**src/hdl/wfms_ram.sv**
```systemverilog
// Generic single-port-write, single-port-read RAM with registered read data.
module wfms_ram #(
  parameter int unsigned Width = 24,
  parameter int unsigned Depth = 64
) (
  input  logic                                         clk_i,
  input  logic                                         we_i,
  input  logic [((Depth > 1) ? $clog2(Depth) : 1)-1:0] waddr_i,
  input  logic [Width-1:0]                             wdata_i,
  input  logic [((Depth > 1) ? $clog2(Depth) : 1)-1:0] raddr_i,
  output logic [Width-1:0]                             rdata_o
);

  logic [Width-1:0] mem_q [Depth];

  always_ff @(posedge clk_i) begin
    if (we_i) begin
      mem_q[waddr_i] <= wdata_i;
    end
    rdata_o <= mem_q[raddr_i];
  end

endmodule

```
**config.mk**
```make
export PLATFORM = sky130hd
export DESIGN_NAME = wfms_ram
export DESIGN_NICKNAME = d
export VERILOG_FILES = /design/src/hdl/wfms_ram.sv
export SDC_FILE = /design/constraint.sdc
export NUM_CORES = 1
export LEC_CHECK = 0
export BUFFER_PORTS_ARGS = -buffer_cell sky130_fd_sc_hd__buf_4
export CORE_ASPECT_RATIO = 1.5
export CORE_MARGIN = 2
export CORE_UTILIZATION = 30
export DETAILED_ROUTE_END_ITERATION = 8
export PLACE_DENSITY_LB_ADDON = 0.25
export REMOVE_ABC_BUFFERS = 1
export SYNTH_ARGS = -nofsm -noshare
export SYNTH_HDL_FRONTEND = slang
export SYNTH_SLANG_ARGS = --single-unit
```
**constraint.sdc**
```tcl
create_clock -name clk_i -period 4.6 [get_ports clk_i]
set_clock_uncertainty 0.1 [all_clocks]
set_input_delay 0.92 -clock clk_i [delete_from_list [all_inputs] [get_ports clk_i]]
set_output_delay 0.92 -clock clk_i [all_outputs]
set_load 0.03 [all_outputs]
```
==> flow_summary.rst, run 1 <==
.. list-table::
   :header-rows: 1

   * - Metric
     - Value
   * - # DRC
     - 0
   * - CTS H-tree lvls
     - 4
   * - Share of the synthesized netlist area taken by xor and xnor gates
     - 0%
   * - Mean instance size in the synthesized netlist
     - ~23 µm²
   * - Area fraction of the dominant cell type after synthesis
     - 77.79%
   * - Peak VDD IR
     - around 0.24 mV
   * - Clock sinks
     - 1,560
   * - DR pass1 iterations
     - 5
   * - Wire length of the first global-routing pass
     - 232,600 µm
   * - Die width
     - 367 µm
   * - Routed wirelength normalized by instance count
     - 29.94 µm
   * - Worst hold path stage count
     - 3
   * - Data required time of the critical path
     - 5.19 ns
   * - Cell type with the highest aggregate area in the netlist
     - sky130_fd_sc_hd__edfxtp_1
   * - Flip-flop and latch count after synthesis
     - 1,560
   * - Global placer's final weighted congestion
     - 0.8039
   * - Total power density per cell area
     - 423.2 nW/µm²
   * - CTS tree
     - done
   * - Final hold vios
     - 0
   * - Adder-Cell Fraction of Synth Area
     - 0%
   * - Highest clock frequency the design can meet
     - 348.4 MHz
   * - Largest family of logic cells by synthesized area
     - multiplexers
   * - Result of the run
     - complete, no violations
   * - Die area
     - 201,300 µm²
   * - Type of origin of the critical path
     - input port
   * - Top cells by count, synth
     - sky130_fd_sc_hd__edfxtp_1 (1,536), sky130_fd_sc_hd__mux4_2 (355), sky130_fd_sc_hd__mux2i_1 (95)
   * - Most used standard cell by instance count after synthesis
     - sky130_fd_sc_hd__edfxtp_1
   * - Buffers on Ports
     - 61
   * - Hold crit path type
     - in -> reg
   * - Signal arrival time at the worst endpoint
     - 3.46 ns
   * - Min cycle time layout
     - 2.870 ns
   * - Slew at the pin closest to its max-slew limit
     - between 1 and 1.5 ns
   * - Simple-gate share of the synthesized area
     - between 1.5 and 2%
   * - Resized Gates After CTS
     - 0
   * - Die span in y
     - about 550 µm
   * - Post-CTS setup buffer count
     - 0
   * - Placed cell area
     - about 64,000 µm²
   * - Origin of the worst min-delay path
     - waddr_i[2]
   * - Final antenna-violating net count
     - 0
   * - Final net count
     - 2,857
   * - Crit Path Class
     - in -> reg
   * - R2R cell count
     - 6
   * - Count of cell types in the netlist
     - 40
   * - Number of pins with negative max-slew slack in the final report
     - 0
   * - Netlist area before placement
     - 59,300 µm²
   * - Filler cell count in the final layout
     - 18,270
   * - Share of final-layout standard cells stronger than drive strength 1
     - 29.90%
   * - Worst flop-to-flop path endpoint
     - rdata_o[13]$_DFF_P_
   * - Count of synthesis-stage warnings from yosys
     - 0
   * - Area taken by multi-input logic gates
     - approximately 12,000 µm²
   * - Root buf cell
     - sky130_fd_sc_hd__clkbuf_16
   * - Count of pins on the block boundary
     - 62
   * - Number of vias in the routed layout
     - 28,100
   * - DR iter-0 viols
     - 2,469
   * - Antenna violations before repair
     - 17
   * - Area taken by flip-flops and latches
     - 46,600 µm²
   * - Number of CTS-inserted buffers
     - 149
   * - Vias in the first global route
     - 29,630
   * - Prevailing post-synth register cell
     - sky130_fd_sc_hd__edfxtp_1
   * - Unrepaired setup endpoints after global routing
     - no
   * - Gate Count Post-Synth
     - 2,610
   * - Total negative setup slack
     - 0 ns
   * - Leakage power
     - 21.03 nW
   * - Routed wire length
     - 165,800 µm
   * - Sum of overflow across all layers after global routing
     - 0
   * - Compound-gate portion of the synthesized area
     - 2.441%
   * - Setup-failing EPs final
     - 0
   * - Row cnt
     - 199
   * - GR Util All Layers
     - 16.30%
   * - Clock Latency Late Sink
     - 0.79 ns
   * - R2R Path Start
     - mem_q[50][13]$_DFFE_PP_
   * - Final clock period utilization by the worst path
     - between 60 and 70%
   * - Total of hold buffers inserted after clock tree synthesis
     - 0
   * - Leading cell types by total area after synthesis
     - sky130_fd_sc_hd__edfxtp_1 (78%), sky130_fd_sc_hd__mux4_2 (13%), sky130_fd_sc_hd__mux2i_1 (1.6%)
   * - Detail Placement HPWL
     - 102,400 µm
   * - Capture endpoint of the worst hold path
     - mem_q[54][11]$_DFFE_PP_
   * - Post-synth ARST share
     - 0%
   * - Worst slew margin relative to its limit
     - 32.51%
   * - Count of max-cap constraint violations
     - 0
   * - Core outline area
     - 196,200 µm²
   * - Final instance area
     - 68,290 µm²
   * - EDFF count, synth
     - 1,536
   * - Mux contribution to synthesized area
     - 16.09%
   * - Buffer depth of the longest clock path
     - 4
   * - Pin count of the biggest net entering global routing
     - 74
   * - Setup slack, reg-to-reg
     - ~2.2 ns
   * - Layout overhead on the synthesized area
     - 15.17%
   * - Part of the Yosys area used for sequential elements
     - 78.60%
   * - Critical path peak fanout
     - 34
   * - Kind of end point of the critical path
     - flop
   * - CTS clock-pin slew for the worst setup and hold paths
     - 0.06 ns
   * - Starting Density
     - 30.22%
   * - Detailed-route vias per instance
     - just over 5
==> power by group <==
group / total, mW / switching (mW) / internal, mW
registers: 15.8 / 0.0722 / 15.7
clock network: 11.6 / 5.16 / 6.39
logic: 1.55 / 0.990 / 0.559
total: 28.9 / 6.22 / 22.7
==> area by class of cell <==
cell class	instances	share of cell area (%)
Multi-Input combinational cell	906	17.70
Antenna cell	3	0.01099
Clock inverter	69	0.7146
Timing Repair Buffer	200	2.725
Clock buffer	186	5.803
Sequential cell	1560	68.25
Inverter	2	0.01099
Tap cell	2613	4.788
==> sequential cells by signal, indices dropped and copies added (netlist names) <==
name	flops
mem_q	1536
rdata_o	24
==> per-layer routing <==
layer,GRT usage (%),part of all wire [%]
met1,18.95,37
met2,30.74,55
met3,1.872,4.5
met5,0,0.023
met4,5.717,3.4
==> layout by cell type, fill, tap and decap left out, types with 4 or more instances in the layout <==
| cell type | instances |
|---|---|
| sky130_fd_sc_hd__a21oi_1 | 22 |
| sky130_fd_sc_hd__a221o_1 | 4 |
| sky130_fd_sc_hd__a221oi_1 | 51 |
| sky130_fd_sc_hd__a22oi_1 | 29 |
| sky130_fd_sc_hd__a31oi_1 | 13 |
| sky130_fd_sc_hd__and3_1 | 16 |
| sky130_fd_sc_hd__buf_12 | 27 |
| sky130_fd_sc_hd__buf_4 | 170 |
| sky130_fd_sc_hd__bufinv_16 | 5 |
| sky130_fd_sc_hd__clkbuf_1 | 32 |
| sky130_fd_sc_hd__clkbuf_16 | 153 |
| sky130_fd_sc_hd__clkinv_1 | 31 |
| sky130_fd_sc_hd__clkinv_2 | 21 |
| sky130_fd_sc_hd__clkinvlp_4 | 7 |
| sky130_fd_sc_hd__dfxtp_1 | 24 |
| sky130_fd_sc_hd__edfxtp_1 | 1536 |
| sky130_fd_sc_hd__mux2_2 | 53 |
| sky130_fd_sc_hd__mux2i_1 | 95 |
| sky130_fd_sc_hd__mux4_2 | 355 |
| sky130_fd_sc_hd__nand2_1 | 36 |
| sky130_fd_sc_hd__nand2b_1 | 6 |
| sky130_fd_sc_hd__nand3_1 | 20 |
| sky130_fd_sc_hd__nor2_1 | 18 |
| sky130_fd_sc_hd__nor2_2 | 62 |
| sky130_fd_sc_hd__nor2b_1 | 8 |
| sky130_fd_sc_hd__o21a_1 | 13 |
| sky130_fd_sc_hd__o21ai_0 | 12 |
| sky130_fd_sc_hd__o21ai_1 | 6 |
| sky130_fd_sc_hd__o22ai_1 | 53 |
| sky130_fd_sc_hd__or3_1 | 10 |
==> worst max-delay path, stage by stage <==
cell                      delay (ns)
sky130_fd_sc_hd__buf_8          0.29
sky130_fd_sc_hd__buf_4          0.50
sky130_fd_sc_hd__buf_4          0.35
sky130_fd_sc_hd__mux4_2         0.23
sky130_fd_sc_hd__a22oi_1        0.10
sky130_fd_sc_hd__a31oi_1        0.71
sky130_fd_sc_hd__o21a_1         0.22
==> per-stage QoR <==
| stage | std cells | total power [mW] | utilization [%] | setup slack, ns | hold WS, ns |
|---|---|---|---|---|---|
| 2_1_floorplan | 2468 | 16.71 | - | 1.135 | 0.6723 |
| 3_3_place_gp | 5281 | 17.68 | 32.53 | 0.8778 | 0.8011 |
| 3_5_place_dp | 5281 | 17.71 | 32.53 | 0.8725 | 0.7920 |
| 4_1_cts | 5536 | 29.23 | 34.80 | 1.720 | 0.5395 |
| 5_1_grt | 5538 | 29.77 | 34.80 | 1.618 | 0.5823 |
| 6_report | 5539 | 28.90 | 34.80 | 1.730 | 0.5747 |
==> cell families after synthesis <==
family,count (synthesis)
compound gates,207
buf+inv,144
flops,1560
mux,503
simple gates,196
==> worst max path at each step <==
stage                    start                     end  slack, ns  cells past startpoint
finish              raddr_i[2]     rdata_o[13]$_DFF_P_       1.73                      7
global route        raddr_i[0]     rdata_o[16]$_DFF_P_       1.62                      8
CTS                 raddr_i[0]     rdata_o[16]$_DFF_P_       1.72                      8
detailed placement  raddr_i[0]     rdata_o[16]$_DFF_P_       0.87                      8
global placement    raddr_i[0]     rdata_o[16]$_DFF_P_       0.88                      8
floorplan                 we_i  mem_q[48][0]$_DFFE_PP_       1.13                      3
No activity file was read; power rests on OpenSTA's default activity.
==> inputs of run 2 (changes only) <==
Clock period 4.6 ns to 2.93 ns, I/O delays scaled along.
==> flow_summary.rst, run 2 (synthesized netlist as in run 1, its figures left out) <==
.. list-table::
   :header-rows: 1

   * - Metric
     - Value
   * - Area taken by flip-flops and latches
     - about 47,000 µm²
   * - Global placer's final weighted congestion
     - 0.7944
   * - CTS H-tree lvls
     - 4
   * - Worst hold slack across all endpoints
     - 0.2010 ns
   * - Result of the run
     - complete, no violations
   * - Buffer depth of the longest clock path
     - 4
   * - GR Util All Layers
     - 16.35%
   * - Area taken by multi-input logic gates
     - 12,080 µm²
   * - Crit Path Class
     - in -> reg
   * - Worst-case setup margin in the final layout
     - approximately 0.45 ns
   * - Cell with the largest stage delay on the worst path
     - sky130_fd_sc_hd__nor2_1
   * - Met3 Track Usage GR
     - 2.140%
   * - Peak VDD IR
     - between 0.4 and 0.5 mV
   * - Buffers on Ports
     - 61
   * - Final net count
     - 2,974
   * - Setup slack after placement
     - -0.4833 ns
   * - Count of pins on the block boundary
     - 62
   * - Flip-flop count of the largest register, all copies and words added
     - 1,536
   * - Setup-failing EPs final
     - 0
   * - Detail Placement HPWL
     - 106,800 µm
   * - Signal arrival time at the worst endpoint
     - 3.05 ns
   * - Min cycle time layout
     - 2.480 ns
   * - Number of CTS-inserted buffers
     - 155
   * - Row cnt
     - 199
   * - Leakage power
     - roughly 22 nW
   * - Final instance area
     - roughly 70,000 µm²
   * - Layout overhead on the synthesized area
     - 18.57%
   * - Top register by number of flip-flops
     - mem_q
   * - Root buf cell
     - sky130_fd_sc_hd__clkbuf_16
   * - Detailed-route vias per instance
     - 4.982
   * - Number of pins with negative max-slew slack in the final report
     - 0
   * - Routed wirelength normalized by instance count
     - approximately 30 µm
   * - Hold crit path type
     - in -> reg
   * - Unrepaired setup endpoints after global routing
     - no
   * - CTS clock-pin slew for the worst setup and hold paths
     - 0.06 ns
   * - Placed cell area
     - between 60,000 and 70,000 µm²
   * - CTS tree
     - done
   * - Worst hold path stage count
     - 1
   * - Clock Latency Late Sink
     - slightly below 0.8 ns
   * - Critical path peak fanout
     - 13
   * - Setup slack, reg-to-reg
     - 0.61 ns
   * - Clock sinks
     - 1,560
   * - DR iter-0 viols
     - 2,542
   * - Total of hold buffers inserted after clock tree synthesis
     - 0
   * - Worst setup path startpoint
     - raddr_i[0]
   * - Highest-count cells in the layout ignoring fill and taps
     - sky130_fd_sc_hd__edfxtp_1 (1,536), sky130_fd_sc_hd__mux4_2 (355), sky130_fd_sc_hd__buf_4 (226), sky130_fd_sc_hd__clkbuf_16 (159), sky130_fd_sc_hd__mux2i_1 (95)
   * - Slew at the pin closest to its max-slew limit
     - 1.162 ns
   * - Starting Density
     - a little under a third
   * - # DRC
     - 0
   * - Met1 global-route usage
     - 18.71%
   * - Critical path, cell by cell
     - buf_8 -> buf_12 -> nor2_1 -> a221oi_1 -> a221oi_1 -> buf_4 -> a31oi_1 -> o21a_1
   * - Most heavily used metal layer in global routing
     - met2
   * - Kind of end point of the critical path
     - flop
   * - Filler cell count in the final layout
     - 18,160
   * - Origin of the worst min-delay path
     - wdata_i[13]
   * - Worst slew margin relative to its limit
     - 22.22%
   * - Final clock period utilization by the worst path
     - 84.64%
   * - Number of vias in the routed layout
     - approximately 28,000
   * - Die span in y
     - 548.5 µm
   * - Wire length of the first global-routing pass
     - 234,100 µm
   * - DR pass1 iterations
     - 5
   * - Final Core Density
     - between 30% and 40%
   * - Sum of overflow across all layers after global routing
     - 0
   * - Resized Gates After CTS
     - 0
   * - Final hold vios
     - 0
   * - Count of max-cap constraint violations
     - 0
   * - Share of final-layout standard cells stronger than drive strength 1
     - 33.10%
   * - Cell repeated most along the worst path
     - sky130_fd_sc_hd__a221oi_1
   * - Vias in the first global route
     - roughly 30,000
   * - Pin count of the biggest net entering global routing
     - 65
   * - Die width
     - 367 µm
   * - Type of origin of the critical path
     - input port
   * - Highest clock frequency the design can meet
     - between 400 and 500 MHz
   * - GRT met2 Usage
     - between 30 and 40%
   * - Most frequent standard cell in the layout excluding fill and tap cells
     - sky130_fd_sc_hd__edfxtp_1
   * - Routed wire length
     - 166,400 µm
   * - Final antenna-violating net count
     - 0
   * - R2R cell count
     - 6
   * - Die area
     - 201,300 µm²
   * - Largest regs
     - mem_q: 1536 flops, rdata_o: 24 flops
   * - Data required time of the critical path
     - roughly 3.5 ns
   * - Total power density per cell area
     - approximately 670 nW/µm²
   * - R2R Path Start
     - mem_q[39][21]$_DFFE_PP_
   * - Post-CTS setup buffer count
     - 0
   * - Antenna violations before repair
     - 18
   * - Worst stage delay on the critical path
     - 0.89 ns
   * - Core outline area
     - a little under 200,000 µm²
==> run 2: metrics by stage <==
step                cells  power (mW)  setup TNS [ns]
global placement     5392       27.95          -3.520
finish               5668       47.13               0
CTS                  5661       47.69               0
floorplan            2468       26.23          -9.476
global route         5665       48.54               0
detailed placement   5392       28.00          -3.267
==> run 2: routing by layer <==
metal / wire length [µm] / share of wire [%]
met3: 6762 / 4.1
met1: 62060 / 37
met4: 5552 / 3.3
met5: 94 / 0.056
met2: 91940 / 55
==> run 2: worst max-delay path, delay by kind of cell <==
kind                   cells  cell delay, ns
AOI/OAI and AO/OA          4            1.00
buffers and inverters      3            0.53
and+or+nand+nor            1            0.89
==> run 2: path summary, 6_finish.rpt <==
kind                                 end
hold reg to reg       rdata_o[3]$_DFF_P_
setup reg to reg     rdata_o[21]$_DFF_P_
hold / removal    mem_q[5][13]$_DFFE_PP_
setup / recovery     rdata_o[21]$_DFF_P_
==> run 2: power breakdown <==
group | switching (mW) | internal, mW | total, mW
clock | 8.31 | 11.4 | 19.7
combinational | 1.63 | 1.02 | 2.65
sequential | 0.0933 | 24.7 | 24.8
total | 10.0 | 37.1 | 47.1
==> run 2: cell type report <==
class | instances | share of cell area [%]
inverters | 2 | 0.01068
repair buffers | 311 | 4.810
well taps | 2613 | 4.650
flip-flops and latches | 1560 | 66.29
clock inverters | 81 | 1.153
multi-input cells | 906 | 17.18
diodes | 7 | 0.02491
clock buffers | 188 | 5.885
